--- src/hdl/button_autorepeat_events_unit_macros.svh ---
// Assertion helpers shared by the RTL.
`ifndef BUTTON_AUTOREPEAT_EVENTS_UNIT_MACROS_SVH
`define BUTTON_AUTOREPEAT_EVENTS_UNIT_MACROS_SVH

// same-cycle implication
`define BAE_ASSERT_IMPL(lbl, clk, rst_n, ante, cons) \
    lbl: assert property (@(posedge clk) disable iff (!(rst_n)) (ante) |-> (cons)) \
        else $error("assertion failed");

// next-cycle implication
`define BAE_ASSERT_NEXT(lbl, clk, rst_n, ante, cons) \
    lbl: assert property (@(posedge clk) disable iff (!(rst_n)) (ante) |=> (cons)) \
        else $error("assertion failed");

`endif

--- src/hdl/bae_pkg.sv ---
package bae_pkg;

    localparam int NUM_BUTTONS_DEF = 22;
    localparam int TIME_W          = 63;
    localparam int SUM_W           = TIME_W + 1;
    localparam int DELAY_W         = 24;
    localparam int CFG_IDX_W       = 3;
    localparam int CFG_DATA_W      = 63;

    localparam logic [DELAY_W-1:0] LONG_PRESS_RST  = DELAY_W'(400000);
    localparam logic [DELAY_W-1:0] REPEAT_RST      = DELAY_W'(60000);
    localparam logic [DELAY_W-1:0] MUTE_WINDOW_RST = DELAY_W'(1000000);

    typedef enum logic [CFG_IDX_W-1:0] {
        CFG_LONG_PRESS  = 3'd0,
        CFG_REPEAT      = 3'd1,
        CFG_MUTE_WINDOW = 3'd2,
        CFG_MUTE_MASK   = 3'd3,
        CFG_OPEN_TIME   = 3'd4
    } t_cfg_idx;

    typedef struct packed {
        logic [DELAY_W-1:0] long_press_delay;
        logic [DELAY_W-1:0] repeat_delay;
        logic [DELAY_W-1:0] mute_window;
        logic [TIME_W-1:0]  open_time;
    } t_cfg;

    // exact 64-bit form of base + delay, never wraps
    function automatic logic [SUM_W-1:0] stamp_plus(input logic [TIME_W-1:0] base,
                                                    input logic [DELAY_W-1:0] delay);
        stamp_plus = {1'b0, base} + {{(SUM_W-DELAY_W){1'b0}}, delay};
    endfunction

    // true when now is strictly past base + delay
    function automatic logic time_past(input logic [TIME_W-1:0] now,
                                       input logic [TIME_W-1:0] base,
                                       input logic [DELAY_W-1:0] delay);
        time_past = {1'b0, now} > stamp_plus(base, delay);
    endfunction

endpackage

--- src/hdl/bae_lane.sv ---
`include "button_autorepeat_events_unit_macros.svh"

module bae_lane (
    input  logic                        i_clk,
    input  logic                        i_rst_n,
    input  logic                        i_step,
    input  logic                        i_pressed,
    input  logic [bae_pkg::TIME_W-1:0]  i_now,
    input  bae_pkg::t_cfg               i_cfg,
    output logic                        o_press,
    output logic                        o_repeat
);

    logic                        r_held;
    logic                        r_repeating;
    logic [bae_pkg::TIME_W-1:0]  r_press_stamp;
    logic [bae_pkg::TIME_W-1:0]  r_repeat_stamp;
    logic                        n_held;
    logic                        n_repeating;
    logic [bae_pkg::TIME_W-1:0]  n_press_stamp;
    logic [bae_pkg::TIME_W-1:0]  n_repeat_stamp;

    always_comb begin
        n_held         = r_held;
        n_repeating    = r_repeating;
        n_press_stamp  = r_press_stamp;
        n_repeat_stamp = r_repeat_stamp;
        o_press        = 1'b0;
        o_repeat       = 1'b0;
        if (i_pressed) begin
            if (!r_held) begin
                n_held        = 1'b1;
                n_press_stamp = i_now;
                o_press       = 1'b1;
            end else if (r_repeating) begin
                if (bae_pkg::time_past(i_now, r_repeat_stamp, i_cfg.repeat_delay)) begin
                    n_repeat_stamp = i_now;
                    o_repeat       = 1'b1;
                end
            end else if (bae_pkg::time_past(i_now, r_press_stamp, i_cfg.long_press_delay)) begin
                // enter repeat mode silently, counting from the press
                n_repeating    = 1'b1;
                n_repeat_stamp = r_press_stamp;
            end
        end else begin
            n_held      = 1'b0;
            n_repeating = 1'b0;
        end
    end

    always_ff @(posedge i_clk) begin
        if (!i_rst_n) begin
            r_held      <= 1'b0;
            r_repeating <= 1'b0;
        end else if (i_step) begin
            r_held      <= n_held;
            r_repeating <= n_repeating;
        end
    end

    // stamps are only read while the flags say they were written
    always_ff @(posedge i_clk) begin
        if (i_step) begin
            r_press_stamp  <= n_press_stamp;
            r_repeat_stamp <= n_repeat_stamp;
        end
    end

    `BAE_ASSERT_IMPL(a_repeat_needs_held, i_clk, i_rst_n, r_repeating, r_held)
    `BAE_ASSERT_NEXT(a_press_sets_held, i_clk, i_rst_n, i_step && o_press,
                     r_held && !r_repeating)
    `BAE_ASSERT_NEXT(a_release_clears, i_clk, i_rst_n, i_step && !i_pressed,
                     !r_held && !r_repeating)

endmodule

--- config.mk ---
export PLATFORM = sky130hd
export DESIGN_NAME = bae_lane
export DESIGN_NICKNAME = d
export VERILOG_FILES = /design/src/hdl/bae_pkg.sv /design/src/hdl/bae_lane.sv
export VERILOG_INCLUDE_DIRS = /design/src /design/src/hdl
export SDC_FILE = /design/constraint.sdc
export NUM_CORES = 1
export LEC_CHECK = 0
export BUFFER_PORTS_ARGS = -buffer_cell sky130_fd_sc_hd__buf_2
export CORE_MARGIN = 4
export CORE_UTILIZATION = 51
export CTS_BUF_LIST = sky130_fd_sc_hd__clkbuf_2 sky130_fd_sc_hd__clkbuf_4 sky130_fd_sc_hd__clkbuf_8
export DETAILED_ROUTE_END_ITERATION = 10
export HOLD_SLACK_MARGIN = 0.03
export PLACE_DENSITY = 0.87
export SLEW_MARGIN = 10
export SYNTH_ARGS = -nofsm -noshare
export SYNTH_HDL_FRONTEND = slang
export SYNTH_SLANG_ARGS = --single-unit
--- constraint.sdc ---
create_clock -name i_clk -period 8.1 [get_ports i_clk]
set_clock_uncertainty 0.05 [all_clocks]
set_input_delay 0.405 -clock i_clk [delete_from_list [all_inputs] [get_ports i_clk]]
set_output_delay 0.405 -clock i_clk [all_outputs]
set_load 0.05 [all_outputs]
==> results.yml <==
run_status:
  outcome: "complete, no violations"
layout:
  fin_util: 0.582
  area_growth_pct: 11.7
  fin_nets: 1627
  final_area_mm2: 0.0127
  fillers: 1843
  drive_gt1_frac: 0.186
  seq_area_mm2: 0.00382
  num_antenna_cells: 0
  multi_input_area_mm2: 0.00742
worst_hold_path:
  min_path_type: "input pin to flip-flop"
  holdPathStages: 1
worst_setup_path:
  path_depth: 20
  reg2reg_depth: 20
  critPathMaxStageDelay_ns: 0.65
  critical_path_buf_inv_count: 2
  startpoint_type: "flip-flop"
  cp_max_fo: 28
  worstPathCellList: "ha_1, inv_1, fa_1, nand2b_1, a21oi_1, o2111a_1, o31ai_1, a21oi_1, nand4_1, xnor2_1, ha_1, nand3_1, nor4_1, a221oi_1, o21ai_0, a211oi_1, o21a_1, or4_1, a21oi_4, buf_4"
  reg2reg_slack_ns: 1.18
  crit_path_end_kind: "flip-flop"
  crit_family: "compound AO/OA/AOI/OAI gates"
  required_ns: 8.17
  criticalPathCategory: "flip-flop to flip-flop"
  crit_arrival_ns: 6.98
  cp_slowest_cell: "nor4_1"
floorplanning:
  rows: 54
  die_h_um: 158
  start_util: 0.521
  core_area_mm2: 0.0219
  die_area_mm2: 0.0248
  ioPinCount: 204
  die_w_um: 158
synthesis:
  synthTopCellsByArea: "edfxtp_1 33%, ha_1 19%, mux2_2 5.7%"
  synthCells: 1125
  synth_top_area_frac: 0.332
  postSynthRegisterBits: 128
  synthesis.area_mm2: 0.0114
  syn_nets: 1503
  ys.flop_type: "edfxtp_1"
  yosys.area.top_type: "edfxtp_1"
  synth.distinct_cells: 73
  seq_area_frac_synth: 0.335
  synth_edf_count: 126
  async_flop_share: 0
  yosysWarnings: 0
  syn_area_per_cell_um2: 10.1
sta:
  fin_crit_sh: 0.854
  hold_violations: 0
  rsz0062_at_grt: "false"
  setup_viol: 0
  period_needed_ns: 6.92
  max_freq_mhz: 145
  worst_pin_slew_ns: 0.953
  tns_ns: 0
  final_max_slew_viol_count: 0
  slew_headroom: 0.363
clocking:
  cts-root-buf: "clkbuf_8"
  htree_levels: 4
  clockBufferDepth: 2
  insertion_delay_ns: 0.46
  cts_hold_buffers: 0
  cts_tree: "yes"
  post_cts_buffers: 0
  cts.clk_slew.worst_paths_ns: 0.07
  post_cts_resized: 0
  clock-sinks: 128
  cts_made_buffers: 17
route:
  drt_iter0_drc: 846
  via_count: 9740
  routedWlPerCell_um: 19.5
  drt-pass1-iter-count: 7
  avgViaCountPerCell: 6.32
  drtAntennaViolNets: 0
  remaining_drc_errors: 0
  finalWirelength_um: 30000
placed_design:
  place_hpwl_um: 23800
  gp_routability_congestion: 0.916
  post_dp_cell_area_mm2: 0.0123
  port_buffers: 116
global_routing:
  antenna_found_initial: 1
  grt_pass1_wl_um: 47400
  overflow: 0
  grt.total_usage: 0.242
  grt_pass1_vias: 9523
  grt_max_degree: 72
pwr:
  p_sw_frac: 0.297
  irDropWorstVdd_mv: 0.106
  power.internal_uw: 1240
  power.density_mw_per_mm2: 138
  combPwrFrac: 0.235
  power_switching_uw: 525
  clkPwrFrac: 0.332
  power_uw: 1760
  p_seq_frac: 0.433
  leakagePower_uw: 0.00509
job:
  cap_violations: 0
==> flip-flops by register name (all words and copies together), names as in the netlist <==
signal,cells
r_repeating,1
r_press_stamp,63
r_repeat_stamp,63
r_held,1
==> cells in the mapped netlist (all sizes together) (3+ instances only) <==
cell type and instances:
or2 4, xnor2 54, a2111oi 5, a211oi 15, nand4 36, a21boi 5
edfxtp 126, a21oi 81, a31oi 5, ha 174, clkbuf 16, and3 30
o211ai 7, nor2 42, nand3 68, xor2 65, o31ai 6, nor4 14
a21o 25, o21a 17, o21ai 46, nor3 25, or3 4, and4 13
nand2 83, a211o 5, and2 7, o21bai 9, nand2b 8, mux2 58
inv 29, nor2b 3, a221o 3
==> worst paths after layout <==
check,from,to
max,r_press_stamp[0],r_repeat_stamp[45]
min,i_now[0],r_press_stamp[0]
max reg2reg,r_press_stamp[0],r_repeat_stamp[45]
min reg2reg,r_held,r_held
==> metal layers <==
| metal | global-route usage | vias to the layer above | routed length, um |
|---|---|---|---|
| li1 | - | 4590 | - |
| met1 | 0.316 | 4674 | 12800 |
| met2 | 0.395 | 398 | 14000 |
| met3 | 0.0388 | 76 | 2060 |
| met4 | 0.111 | 2 | 1120 |
| met5 | 0 | - | 15 |
==> metrics by stage <==
| stage | cells | worst slack, ns | hold slack (ns) |
|---|---|---|---|
| 2_1_floorplan | 1125 | 0.233 | 0.432 |
| 3_3_place_gp | 1510 | 1.32 | 0.493 |
| 3_5_place_dp | 1510 | 1.20 | 0.510 |
| 4_1_cts | 1542 | 1.27 | 0.0838 |
| 5_1_grt | 1542 | 0.887 | 0.0880 |
| 6_report | 1542 | 1.18 | 0.102 |
==> placed cells by master, fill, tap and decap left out, drive strengths merged, types with 5 or more instances in the layout <==
master / instances
a21oi: 81
and3: 30
and2: 7
nand3: 68
buf: 122
mux2: 58
o21ai: 46
nand2: 83
o21a: 17
ha: 174
a211o: 5
a211oi: 15
clkbuf: 19
a2111oi: 5
edfxtp: 126
o31ai: 6
nand4: 36
xor2: 65
a21o: 25
xnor2: 54
a21boi: 5
a31oi: 5
o21bai: 9
nor3: 25
inv: 31
clkinv: 7
o211ai: 7
nor2: 42
nor4: 14
nand2b: 8
and4: 13
==> layout make-up <==
type,count,share of cell area
clock buffer,19,0.0195
multi-input combinational,951,0.582
tap,280,0.0275
clock inverter,13,0.0127
timing repair buffer,122,0.0491
sequential,128,0.300
inverter,29,0.00854
==> power by group through the flow <==
stage,Combinational (uW),Clock [uW],Sequential [uW]
detailed placement,406,0,778
global route,467,614,765
global placement,388,0,777
floorplan,279,0,774
finish,415,586,764
CTS,410,587,763
==> kinds of logic (layout without fill, tap and decap cells) <==
kind of cell / count (synthesis) / after routing / share of synthesized area
AND/OR/NAND/NOR: 342 / 342 / 0.156
AO/OA/AOI/OAI: 255 / 255 / 0.149
adder cells (fa/ha/maj): 176 / 176 / 0.194
flip-flops: 128 / 128 / 0.335
XOR/XNOR: 119 / 119 / 0.0914
multiplexers: 59 / 59 / 0.0581
buffers and inverters: 46 / 183 / 0.0159
Power figures use the tool's default switching activity.
