## src/hdl/button_autorepeat_events_unit_macros.svh

```systemverilog
// Assertion helpers shared by the RTL.
`ifndef BUTTON_AUTOREPEAT_EVENTS_UNIT_MACROS_SVH
`define BUTTON_AUTOREPEAT_EVENTS_UNIT_MACROS_SVH

// same-cycle implication
`define BAE_ASSERT_IMPL(lbl, clk, rst_n, ante, cons) \
    lbl: assert property (@(posedge clk) disable iff (!(rst_n)) (ante) |-> (cons)) \
        else $error("assertion failed");

// next-cycle implication
`define BAE_ASSERT_NEXT(lbl, clk, rst_n, ante, cons) \
    lbl: assert property (@(posedge clk) disable iff (!(rst_n)) (ante) |=> (cons)) \
        else $error("assertion failed");

`endif

```

## src/hdl/bae_pkg.sv

```systemverilog
package bae_pkg;

    localparam int NUM_BUTTONS_DEF = 22;
    localparam int TIME_W          = 63;
    localparam int SUM_W           = TIME_W + 1;
    localparam int DELAY_W         = 24;
    localparam int CFG_IDX_W       = 3;
    localparam int CFG_DATA_W      = 63;

    localparam logic [DELAY_W-1:0] LONG_PRESS_RST  = DELAY_W'(400000);
    localparam logic [DELAY_W-1:0] REPEAT_RST      = DELAY_W'(60000);
    localparam logic [DELAY_W-1:0] MUTE_WINDOW_RST = DELAY_W'(1000000);

    typedef enum logic [CFG_IDX_W-1:0] {
        CFG_LONG_PRESS  = 3'd0,
        CFG_REPEAT      = 3'd1,
        CFG_MUTE_WINDOW = 3'd2,
        CFG_MUTE_MASK   = 3'd3,
        CFG_OPEN_TIME   = 3'd4
    } t_cfg_idx;

    typedef struct packed {
        logic [DELAY_W-1:0] long_press_delay;
        logic [DELAY_W-1:0] repeat_delay;
        logic [DELAY_W-1:0] mute_window;
        logic [TIME_W-1:0]  open_time;
    } t_cfg;

    // exact 64-bit form of base + delay, never wraps
    function automatic logic [SUM_W-1:0] stamp_plus(input logic [TIME_W-1:0] base,
                                                    input logic [DELAY_W-1:0] delay);
        stamp_plus = {1'b0, base} + {{(SUM_W-DELAY_W){1'b0}}, delay};
    endfunction

    // true when now is strictly past base + delay
    function automatic logic time_past(input logic [TIME_W-1:0] now,
                                       input logic [TIME_W-1:0] base,
                                       input logic [DELAY_W-1:0] delay);
        time_past = {1'b0, now} > stamp_plus(base, delay);
    endfunction

endpackage

```

## src/hdl/bae_cfg_if.sv

```systemverilog
interface bae_cfg_if;
    logic                            valid;
    logic                            ready;
    logic [bae_pkg::CFG_IDX_W-1:0]   index;
    logic [bae_pkg::CFG_DATA_W-1:0]  data;

    modport source (output valid, output index, output data, input ready);
    modport sink   (input valid, input index, input data, output ready);
endinterface

```

## src/hdl/bae_cfg_regs.sv

```systemverilog
module bae_cfg_regs #(
    parameter int NUM_BUTTONS = bae_pkg::NUM_BUTTONS_DEF
) (
    input  logic                   i_clk,
    input  logic                   i_rst_n,
    bae_cfg_if.sink                i_cfg,
    output bae_pkg::t_cfg          o_cfg,
    output logic [NUM_BUTTONS-1:0] o_mute_mask
);

    bae_pkg::t_cfg          r_cfg;
    logic [NUM_BUTTONS-1:0] r_mute_mask;

    assign i_cfg.ready = 1'b1;

    always_ff @(posedge i_clk) begin
        if (!i_rst_n) begin
            r_cfg.long_press_delay <= bae_pkg::LONG_PRESS_RST;
            r_cfg.repeat_delay     <= bae_pkg::REPEAT_RST;
            r_cfg.mute_window      <= bae_pkg::MUTE_WINDOW_RST;
            r_cfg.open_time        <= '0;
            r_mute_mask            <= '0;
        end else if (i_cfg.valid) begin
            case (bae_pkg::t_cfg_idx'(i_cfg.index))
                bae_pkg::CFG_LONG_PRESS: begin
                    r_cfg.long_press_delay <= i_cfg.data[bae_pkg::DELAY_W-1:0];
                end
                bae_pkg::CFG_REPEAT: begin
                    r_cfg.repeat_delay <= i_cfg.data[bae_pkg::DELAY_W-1:0];
                end
                bae_pkg::CFG_MUTE_WINDOW: begin
                    r_cfg.mute_window <= i_cfg.data[bae_pkg::DELAY_W-1:0];
                end
                bae_pkg::CFG_MUTE_MASK: begin
                    r_mute_mask <= i_cfg.data[NUM_BUTTONS-1:0];
                end
                bae_pkg::CFG_OPEN_TIME: begin
                    r_cfg.open_time <= i_cfg.data[bae_pkg::TIME_W-1:0];
                end
                default: begin
                    // unknown index: dropped
                end
            endcase
        end
    end

    assign o_cfg       = r_cfg;
    assign o_mute_mask = r_mute_mask;

endmodule

```

## src/flat_wrapper.sv

```systemverilog
// flat-port wrapper written by rule: the top's interface ports become plain ports
module bae_cfg_regs_flat 
#(
    parameter int NUM_BUTTONS = bae_pkg::NUM_BUTTONS_DEF
)
  (i_clk, i_rst_n, o_cfg, o_mute_mask, i_cfg_valid, i_cfg_index, i_cfg_data, i_cfg_ready);
  bae_cfg_if i_cfg_i ();
  input  logic i_clk;
  input  logic i_rst_n;
  output bae_pkg::t_cfg o_cfg;
  output logic [NUM_BUTTONS-1:0] o_mute_mask;
  input wire logic [$bits(i_cfg_i.valid)-1:0] i_cfg_valid;
  input wire logic [$bits(i_cfg_i.index)-1:0] i_cfg_index;
  input wire logic [$bits(i_cfg_i.data)-1:0] i_cfg_data;
  output wire logic [$bits(i_cfg_i.ready)-1:0] i_cfg_ready;
  assign i_cfg_i.valid = i_cfg_valid;
  assign i_cfg_i.index = i_cfg_index;
  assign i_cfg_i.data = i_cfg_data;
  assign i_cfg_ready = i_cfg_i.ready;
  bae_cfg_regs #(.NUM_BUTTONS(NUM_BUTTONS)) u_core (.i_clk(i_clk), .i_rst_n(i_rst_n), .i_cfg(i_cfg_i), .o_cfg(o_cfg), .o_mute_mask(o_mute_mask));
endmodule
```

## config.mk

```make
export PLATFORM = sky130hd
export DESIGN_NAME = bae_cfg_regs_flat
export DESIGN_NICKNAME = d
export VERILOG_FILES = /design/src/hdl/button_autorepeat_events_unit_macros.svh /design/src/hdl/bae_pkg.sv /design/src/hdl/bae_cfg_if.sv /design/src/hdl/bae_cfg_regs.sv /design/src/flat_wrapper.sv
export SDC_FILE = /design/constraint.sdc
export NUM_CORES = 1
export LEC_CHECK = 0
export BUFFER_PORTS_ARGS = -buffer_cell sky130_fd_sc_hd__buf_2
export CAP_MARGIN = 40
export CORE_UTILIZATION = 55
export CTS_BUF_LIST = sky130_fd_sc_hd__clkbuf_4 sky130_fd_sc_hd__clkbuf_8
export CTS_CLUSTER_SIZE = 12
export DETAILED_ROUTE_END_ITERATION = 16
export GPL_TIMING_DRIVEN = 0
export PLACE_DENSITY = 0.88
export SLEW_MARGIN = 5
export SYNTH_ARGS = -nofsm -noshare
export SYNTH_HDL_FRONTEND = slang
export SYNTH_SLANG_ARGS = --single-unit
```

## constraint.sdc

```tcl
create_clock -name i_clk -period 2.8 [get_ports i_clk]
set_input_delay 0.56 -clock i_clk [delete_from_list [all_inputs] [get_ports i_clk]]
set_output_delay 0.56 -clock i_clk [all_outputs]
set_load 0.01 [all_outputs]
```

==> results.ini <==
[timing]
fin_crit_ps = 1720
setup_viol = 0
clock_skew_ps = 0
fmax_mhz = 581
post-route-period-util_pct = 61.5
postLayoutSetupSlackWorst_ps = 1080
maxSlewHeadroom_pct = 51.3
rsz0062_at_grt = no
finalHoldViolations = 0
setup_tns_ps = 0
worstMarginPinSlew_ps = 730
finalMaxSlewViolations = 0

[power]
clkPwrFrac_pct = 40.5
p_int_mw = 3.45
p_leak_nw = 3.86
p_switching_mw = 1.04
comb_power_share_pct = 8.1
p_per_area_nw_per_um2 = 581
seqPwrFrac_pct = 51.4
sw_frac_of_total_pct = 23.1
ir_drop_v = 0.000398

[flow_run]
cap_violations = 0

[drt]
routedWlPerCell_um = 16.9
vias = 5130
drc = 0
avgViaCountPerCell = 5.17
drtIter0Drc = 231
drtAntennaViolNets = 0
firstDrtPassIters = 4
finalWirelength_um = 16700

[floorplanning]
die_w_um = 106
initial_utilization_pct = 57.4
fp.coreArea_um2 = 10500
ioPinCount = 227
design.die.area_um2 = 11300
row_count = 37
die_h_um = 106

[placement]
gp_congestion = 0.805
hpwl_um = 12600
dp_slack_ps = 658
io_buffers = 222

[critical_path]
critPathRequiredTime_ps = 3150
critPathArrivalTime_ps = 2070
criticalPathCategory = in -> reg
crit_start = i_rst_n
r2r-start = u_core.o_cfg[67]$_SDFFE_PN0P_
start_kind = input port
critPathCaptureType = flip-flop
r2r_cells = 2
worst-path-max-fanout = 10

[clock_tree]
clockBufferDepth = 2
htreeDepth = 4
cts-root-buf = clkbuf_8
clk_pin_slew_worst_paths_ps = 80
cts_buffers = 17
clock-sinks = 157
cts_resized = 0
cts_setup_buffers = 0
cts_tree = built
cts_hold_buf = 0
clock_latency_ps = 420

[cells_and_area]
layout-area-overhead-vs-synth_pct = 28.6
drive_gt1_share_pct = 32.4
antenna_cells = 0
fin_nets = 912

[worst_hold_path]
hold_start = i_cfg_data[27]
whs_path_depth = 3
worstHoldPathType = in -> reg

[grt]
grt_pass1_vias = 5255
grt_antenna_before_repair = 0
grt_first_pass_wirelength_um = 25400
grt_max_degree = 17
grt_usage_pct = 29.4
overflow = 0

[logic_synthesis]
synth_area_um2 = 6010
synthesis.nets = 671
ys_ff_latch = 157
synth-seq-area-share_pct = 52.3
yosys_warnings = 0
ys_types = 16
syn_avg_cell_area_um2 = 9.98
syn_inst = 602

[status]
status = complete, no violations

worst paths after layout:
check,to,slack (ps)
max,u_core.o_cfg[111]$_SDFFE_PN0P_,1080
min,u_core.o_cfg[27]$_SDFFE_PN0P_,370
max reg2reg,u_core.o_cfg[67]$_SDFFE_PN0P_,2110
min reg2reg,u_core.o_mute_mask[17]$_SDFFE_PN0P_,460
cell type report:
type,count,area [um^2]
multi-input cells,399,2640
flip-flops and latches,157,3140
plain buffers,46,226
clock inverters,11,166
fillers,785,2740
repair buffers,222,1110
clock buffers,21,270
well taps,136,170
layout by cell type, fill, tap and decap left out:
cell type / synthesis / routed
clkbuf_4: 0 / 3
and4bb_1: 1 / 1
dfxtp_1: 157 / 157
nor2b_1: 33 / 33
and4bb_2: 1 / 1
bufinv_16: 0 / 4
conb_1: 1 / 1
mux2i_1: 157 / 157
buf_6: 1 / 1
nor4b_4: 1 / 1
clkbuf_1: 26 / 26
clkinv_4: 0 / 1
nand4b_1: 1 / 1
buf_4: 9 / 9
nand2_1: 200 / 200
clkbuf_8: 0 / 18
clkinvlp_4: 0 / 3
buf_2: 10 / 232
or4b_4: 1 / 1
nor4bb_1: 1 / 1
nand4bb_1: 2 / 2
clkinv_2: 0 / 3
cell families (layout without fill, tap and decap cells):
group | after synthesis | in the layout | synth area share, %
buffers and inverters | 46 | 300 | 3.77
flip-flops | 157 | 157 | 52.3
multiplexers | 157 | 157 | 26.2
other | 1 | 1 | 0.0624
AND/OR/NAND/NOR | 241 | 241 | 17.7
flip-flops by register name, summed over array words and instances, names as in the netlist:
register / flops
u_core.o_cfg: 135
u_core.o_mute_mask: 22
synth_stat cells:
cell	number	area share (%)
dfxtp_1	157	52
buf_6	1	0.19
mux2i_1	157	26
nor4b_4	1	0.40
nor4bb_1	1	0.17
nand4b_1	1	0.15
buf_4	9	1.1
buf_2	10	0.83
or4b_4	1	0.23
nand2_1	200	13
nor2b_1	33	3.4
and4bb_2	1	0.21
nand4bb_1	2	0.37
and4bb_1	1	0.21
conb_1	1	0.062
clkbuf_1	26	1.6
critical path: stages:
cell and delay, ps:
buf_2 150, clkbuf_1 580, clkbuf_1 470, nand2_1 130, mux2i_1 170
through the flow:
| step | hold WS [ps] | power [mW] | instances | util, % | area [um^2] |
|---|---|---|---|---|---|
| final | 369 | 4.49 | 992 | 73.8 | 7720 |
| after global routing | 355 | 4.63 | 992 | 73.8 | 7720 |
| after CTS | 347 | 4.51 | 992 | 73.8 | 7720 |
| after detailed placement | 449 | 2.72 | 960 | 69.6 | 7290 |
| after global placement | 438 | 2.71 | 960 | 69.6 | 7290 |
| after floorplan | 479 | 2.56 | 602 | - | 6010 |
power by group through the flow:
stage | Combinational [mW] | Clock, mW | Sequential, mW
after floorplan | 0.178 | 0 | 2.38
final | 0.365 | 1.82 | 2.31
after global routing | 0.394 | 1.93 | 2.31
after detailed placement | 0.364 | 0 | 2.36
after global placement | 0.353 | 0 | 2.36
after CTS | 0.366 | 1.84 | 2.31
routing by layer:
| metal | vias up | track usage [%] | routed length, um |
|---|---|---|---|
| met3 | 45 | 8.22 | 1220 |
| met5 | - | 0 | 0 |
| met2 | 211 | 53.2 | 8410 |
| met1 | 2429 | 30.8 | 6530 |
| met4 | 0 | 15.7 | 566 |
| li1 | 2445 | - | - |
Power figures use the tool's default switching activity.
