`src/hdl/button_autorepeat_events_unit_macros.svh`:
```
// Assertion helpers shared by the RTL.
`ifndef BUTTON_AUTOREPEAT_EVENTS_UNIT_MACROS_SVH
`define BUTTON_AUTOREPEAT_EVENTS_UNIT_MACROS_SVH

// same-cycle implication
`define BAE_ASSERT_IMPL(lbl, clk, rst_n, ante, cons) \
    lbl: assert property (@(posedge clk) disable iff (!(rst_n)) (ante) |-> (cons)) \
        else $error("assertion failed");

// next-cycle implication
`define BAE_ASSERT_NEXT(lbl, clk, rst_n, ante, cons) \
    lbl: assert property (@(posedge clk) disable iff (!(rst_n)) (ante) |=> (cons)) \
        else $error("assertion failed");

`endif

```
`src/hdl/bae_pkg.sv`:
```
package bae_pkg;

    localparam int NUM_BUTTONS_DEF = 22;
    localparam int TIME_W          = 63;
    localparam int SUM_W           = TIME_W + 1;
    localparam int DELAY_W         = 24;
    localparam int CFG_IDX_W       = 3;
    localparam int CFG_DATA_W      = 63;

    localparam logic [DELAY_W-1:0] LONG_PRESS_RST  = DELAY_W'(400000);
    localparam logic [DELAY_W-1:0] REPEAT_RST      = DELAY_W'(60000);
    localparam logic [DELAY_W-1:0] MUTE_WINDOW_RST = DELAY_W'(1000000);

    typedef enum logic [CFG_IDX_W-1:0] {
        CFG_LONG_PRESS  = 3'd0,
        CFG_REPEAT      = 3'd1,
        CFG_MUTE_WINDOW = 3'd2,
        CFG_MUTE_MASK   = 3'd3,
        CFG_OPEN_TIME   = 3'd4
    } t_cfg_idx;

    typedef struct packed {
        logic [DELAY_W-1:0] long_press_delay;
        logic [DELAY_W-1:0] repeat_delay;
        logic [DELAY_W-1:0] mute_window;
        logic [TIME_W-1:0]  open_time;
    } t_cfg;

    // exact 64-bit form of base + delay, never wraps
    function automatic logic [SUM_W-1:0] stamp_plus(input logic [TIME_W-1:0] base,
                                                    input logic [DELAY_W-1:0] delay);
        stamp_plus = {1'b0, base} + {{(SUM_W-DELAY_W){1'b0}}, delay};
    endfunction

    // true when now is strictly past base + delay
    function automatic logic time_past(input logic [TIME_W-1:0] now,
                                       input logic [TIME_W-1:0] base,
                                       input logic [DELAY_W-1:0] delay);
        time_past = {1'b0, now} > stamp_plus(base, delay);
    endfunction

endpackage

```
`src/hdl/bae_poll_if.sv`:
```
interface bae_poll_if #(
    parameter int NUM_BUTTONS = bae_pkg::NUM_BUTTONS_DEF
);
    logic                        valid;
    logic                        ready;
    logic [NUM_BUTTONS-1:0]      button_mask;
    logic [bae_pkg::TIME_W-1:0]  now_time;

    modport source (output valid, output button_mask, output now_time, input ready);
    modport sink   (input valid, input button_mask, input now_time, output ready);
endinterface

```
`src/hdl/bae_front.sv`:
```
module bae_front #(
    parameter int NUM_BUTTONS = bae_pkg::NUM_BUTTONS_DEF
) (
    input  logic                        i_clk,
    input  logic                        i_rst_n,
    bae_poll_if.sink                    i_poll,
    input  bae_pkg::t_cfg               i_cfg,
    input  logic [NUM_BUTTONS-1:0]      i_mute_mask,
    input  logic                        i_advance,
    output logic                        o_valid,
    output logic [NUM_BUTTONS-1:0]      o_buttons,
    output logic [bae_pkg::TIME_W-1:0]  o_now
);

    logic                        r_valid;
    logic [NUM_BUTTONS-1:0]      r_buttons;
    logic [bae_pkg::TIME_W-1:0]  r_now;
    logic                        w_accept;
    logic                        w_muted;
    logic [NUM_BUTTONS-1:0]      n_buttons;

    assign i_poll.ready = !r_valid || i_advance;
    assign w_accept     = i_poll.valid && i_poll.ready;

    // mute while open_time + mute_window > now
    assign w_muted   = bae_pkg::stamp_plus(i_cfg.open_time, i_cfg.mute_window) >
                       {1'b0, i_poll.now_time};
    assign n_buttons = w_muted ? (i_poll.button_mask & ~i_mute_mask) : i_poll.button_mask;

    always_ff @(posedge i_clk) begin
        if (!i_rst_n) begin
            r_valid <= 1'b0;
        end else if (w_accept) begin
            r_valid <= 1'b1;
        end else if (i_advance) begin
            r_valid <= 1'b0;
        end
    end

    always_ff @(posedge i_clk) begin
        if (w_accept) begin
            r_buttons <= n_buttons;
            r_now     <= i_poll.now_time;
        end
    end

    assign o_valid   = r_valid;
    assign o_buttons = r_buttons;
    assign o_now     = r_now;

endmodule

```
`src/flat_wrapper.sv`:
```
// flat-port wrapper written by rule: the top's interface ports become plain ports
module bae_front_flat 
#(
    parameter int NUM_BUTTONS = bae_pkg::NUM_BUTTONS_DEF
)
  (i_clk, i_rst_n, i_cfg, i_mute_mask, i_advance, o_valid, o_buttons, o_now, i_poll_valid, i_poll_button_mask, i_poll_now_time, i_poll_ready);
  bae_poll_if #(.NUM_BUTTONS(NUM_BUTTONS)) i_poll_i ();
  input  logic i_clk;
  input  logic i_rst_n;
  input  bae_pkg::t_cfg i_cfg;
  input  logic [NUM_BUTTONS-1:0] i_mute_mask;
  input  logic i_advance;
  output logic o_valid;
  output logic [NUM_BUTTONS-1:0] o_buttons;
  output logic [bae_pkg::TIME_W-1:0] o_now;
  input wire logic [$bits(i_poll_i.valid)-1:0] i_poll_valid;
  input wire logic [$bits(i_poll_i.button_mask)-1:0] i_poll_button_mask;
  input wire logic [$bits(i_poll_i.now_time)-1:0] i_poll_now_time;
  output wire logic [$bits(i_poll_i.ready)-1:0] i_poll_ready;
  assign i_poll_i.valid = i_poll_valid;
  assign i_poll_i.button_mask = i_poll_button_mask;
  assign i_poll_i.now_time = i_poll_now_time;
  assign i_poll_ready = i_poll_i.ready;
  bae_front #(.NUM_BUTTONS(NUM_BUTTONS)) u_core (.i_clk(i_clk), .i_rst_n(i_rst_n), .i_poll(i_poll_i), .i_cfg(i_cfg), .i_mute_mask(i_mute_mask), .i_advance(i_advance), .o_valid(o_valid), .o_buttons(o_buttons), .o_now(o_now));
endmodule
```
`config.mk`:
```
export PLATFORM = sky130hd
export DESIGN_NAME = bae_front_flat
export DESIGN_NICKNAME = d
export VERILOG_FILES = /design/src/hdl/button_autorepeat_events_unit_macros.svh /design/src/hdl/bae_pkg.sv /design/src/hdl/bae_poll_if.sv /design/src/hdl/bae_front.sv /design/src/flat_wrapper.sv
export SDC_FILE = /design/constraint.sdc
export NUM_CORES = 1
export LEC_CHECK = 0
export ABC_AREA = 0
export BUFFER_PORTS_ARGS = -buffer_cell sky130_fd_sc_hd__buf_4
export CAP_MARGIN = 20
export CORE_MARGIN = 5
export CORE_UTILIZATION = 40
export DETAILED_ROUTE_END_ITERATION = 16
export GPL_ROUTABILITY_DRIVEN = 0
export PLACE_DENSITY = 0.75
export REMOVE_ABC_BUFFERS = 1
export SETUP_SLACK_MARGIN = 0.05
export SLEW_MARGIN = 20
export SYNTH_ARGS = -nofsm -noshare
export SYNTH_HDL_FRONTEND = slang
export SYNTH_SLANG_ARGS = --single-unit
```
`constraint.sdc`:
```
create_clock -name i_clk -period 5 [get_ports i_clk]
set_input_delay 1 -clock i_clk [delete_from_list [all_inputs] [get_ports i_clk]]
set_output_delay 1 -clock i_clk [all_outputs]
set_load 0.01 [all_outputs]
```
==> impl_results.md <==
* Critical path type: input port to flop
* Yosys cell types at 57
* Layout Cells excl Fill at about 1200
* Final WL at between 20000 and 25000 um
* Slew @ Worst Pin at 0.7945 ns
* CTS Buffer Depth at 2
* Switching share of power at 0.3051
* Share of cells above drive strength 1 at 0.4601
* Synth Area in XOR/XNOR at 0.08202
* Avg WL per Cell at about 17 um
* Synth Area in Compound Gates at 0.1677
* Number of synthesized register bits at 86
* Primary FF master, synth: edfxtp_1
* Synth cell count leaders: ha_1 (87), edfxtp_1 (85), inv_1 (74)
* Final number of setup-violating endpoints at 22
* Layout area overhead at 57.07%
* Die area at 0.01894 mm^2
* Mapped cell area at around 0.0065 mm^2
* Largest net degree at the start of global routing at 52
* CP max-delay cell: a2111oi_4
* Post-Synth Simple-Gate Area at 0.1335
* Seq/Total Area, Yosys at 0.3949
* Status: finished with violations
* CP top delay family: compound AO/OA/AOI/OAI gates
* Comb power frac at 0.348
* Number of diodes at 0
* First drt pass iteration count at 4
* Max H-tree Level at 3
* Top-count cell post-synth: ha_1
* Final setup margin at -0.1416 ns
* I/O Pins at 333
* Clock skew at around 0.0096 ns
* Post-Route Utilization at 0.6417
* Cell Int Power at roughly 1600 uW
* # DRC at 0
* FP Rows at 46
* Failing checks: setup timing
* DR iter-0 viols at around 300
* Later-pin clock latency in the skew report at around 0.35 ns
* Die Y at about 140 um
* Maxcap violations at 0
* Vias in the first global route at ~6500
* Slew Limit Fails at 0
* Via/cell ratio at just over 5
* Final hold vios at 0
* Port Buf Inserts at between 200 and 300
* Sinks on Clock Net at 86
* RSZ-0062 raised after global routing: true
* Clk network pwr share at 0.285
* Delay of the slowest critical-path stage at between 0.4 and 0.5 ns
* Lkg Pwr at between 0.004 and 0.005 uW
* Root Buffer: clkbuf_16
* Reg clk slew, reported paths at ~0.070 ns
* Initial Utilization at 0.4086
* Tcrit/Tclk final at 1.028
* Pre-CTS WS at -0.8817 ns
* Cell area power density at ~230 mW/mm^2
* Largest area contributor in the netlist: edfxtp_1
* CP Buf/Inv Count at 6
* Synthesized area per cell at 10.46 um^2
* CP cell instances: buf_6 > ha_4 > inv_2 > fa_2 > and2b_2 > o2111ai_4 > a2111oi_4 > o311ai_2 > o211ai_1 > buf_4 > buf_6 > buf_4 > and3_1 > xor2_1 > ha_1 > nand4_1 > nor2_2 > buf_4 > o211ai_1 > o211ai_1 > a211oi_2 > a21oi_4 > a41o_4 > a21boi_2
* Post-DP HPWL at approximately 17000 um
* CTS tree: built
* Syn Inst Count at slightly above 600
* Final nets at between 1000 and 1500
* First-pass GRT wire length at about 32000 um
* EDFF count, synth at 85
* Post-Synth Adder-Cell Area at 0.1702
* Yosys warnings at 0
* Worst Setup End Kind: flop
* Hold Path Class: flop to flop
* Mux contribution to synthesized area at 0
* Post-synth top area share at 0.3919
* GRT Total Usage at 0.2153
* Grt ovf at 0
* TritonCTS Buffers at 9
* Antenna violations before repair at 0
* Fmax at 194.5 MHz
* Nature of the critical path startpoint: input port
* CTS Hold Bufs at 0
* CP arrival at about 5.3 ns
* Die width at 137.6 um
* Largest family of logic cells by synthesized area: adder cells
* Cell count after placement at 1216
* Peak VDD IR at about 0.00016 V
* Area of the core at about 0.016 mm^2
* Synth area leaders: edfxtp_1 (39%), ha_1 (17%), xnor2_1 (5.1%), inv_1 (4.3%), a21boi_2 (3.5%)
* Via count at 6289
* Sw power at between 700 and 800 uW
* Final Critical Period at a little over 5 ns
* Data required, critical path at 5.20 ns
* Antenna Nets Post-Route at 0
* Sequential Power Share at 0.367
* Synth async-reset ratio at 0
* Crit Path Max Fanout at 6
* Slew margin rel. at 0.4703
==> repair_timing <==
item	in CTS	in global routing
cloned	3	0
endpoints found under the hold margin	0	0
resized for setup	40	15
endpoints found under the setup margin	22	22
setup buffers	3	6
pin swaps	55	23
==> tightest hold or removal path, stage by stage (launching register included) <==
cell      delay, ns
dfxtp_1        0.31
nand2b_1       0.11
a21boi_0       0.09
==> worst paths after layout <==
kind / slack [ns] / cells after the start / startpoint / end
max reg2reg: 3.01 / 3 / u_core.o_valid$_SDFFE_PN0P_ / u_core.o_now[31]$_DFFE_PP_
min: 0.56 / 2 / u_core.o_valid$_SDFFE_PN0P_ / u_core.o_valid$_SDFFE_PN0P_
max: -0.14 / 24 / i_cfg[0] / u_core.o_buttons[20]$_DFFE_PP_
min reg2reg: 0.56 / 2 / u_core.o_valid$_SDFFE_PN0P_ / u_core.o_valid$_SDFFE_PN0P_
==> cells in the final DEF, fill, tap and decap left out, types with 17 or more instances in the layout <==
cell type	synthesis	routed
buf_4	0	386
edfxtp_1	85	85
nor2_1	22	17
nand2_1	41	39
a21boi_2	20	22
nand4_1	24	24
nand3_1	19	19
a21o_1	18	18
inv_1	74	73
a21oi_1	43	37
ha_1	87	86
xor2_1	23	23
xnor2_1	38	38
==> power by group through the flow <==
stage / sequential, uW / combinational (uW) / clock [uW]
after floorplan: 902 / 342 / 0
after global placement: 874 / 740 / 0
after detailed placement: 876 / 759 / 0
after CTS: 860 / 798 / 680
after global routing: 863 / 898 / 716
final: 859 / 815 / 666
==> kinds of logic (layout without fill, tap and decap cells) <==
| logic type | after synthesis | in the layout |
|---|---|---|
| AOI/OAI and AO/OA | 143 | 146 |
| buffers and inverters | 80 | 482 |
| adders and majority gates | 88 | 88 |
| DFF | 86 | 86 |
| xor gates and xnor gates | 61 | 61 |
| and+or+nand+nor | 165 | 165 |
==> final cells by class <==
cell class,count,area [um^2]
repair buffers,392,2965
multi-input cells,460,3857
inverters,74,277.8
clock inverters,7,62.56
flip-flops and latches,86,2572
fillers,1288,5712
clock buffers,9,225.2
well taps,216,270.3
==> routing by layer <==
metal,vias to the layer above,global-route usage,wire length [um]
li1,3109,-,-
met3,47,0.04748,1598
met5,-,0,0
met2,238,0.3994,11020
met4,0,0.06984,570
met1,2895,0.2428,8125
==> sequential cells by signal, indices dropped and copies added (netlist names) <==
register and flops:
u_core.o_buttons 22, u_core.o_valid 1, u_core.o_now 63
==> stage by stage <==
stage	hold WS [ns]	cell area [um^2]	power [uW]	TNS [ns]
6_report	0.5616	10230	2340	-1.918
5_1_grt	0.6392	10230	2476	-5.269
4_1_cts	0.5561	10100	2338	-0.1866
3_5_place_dp	0.5463	9603	1634	-16.82
3_3_place_gp	0.5264	9603	1614	-14.95
2_1_floorplan	0.6096	6455	1244	-6.200
(Power assumes the default switching activity.)
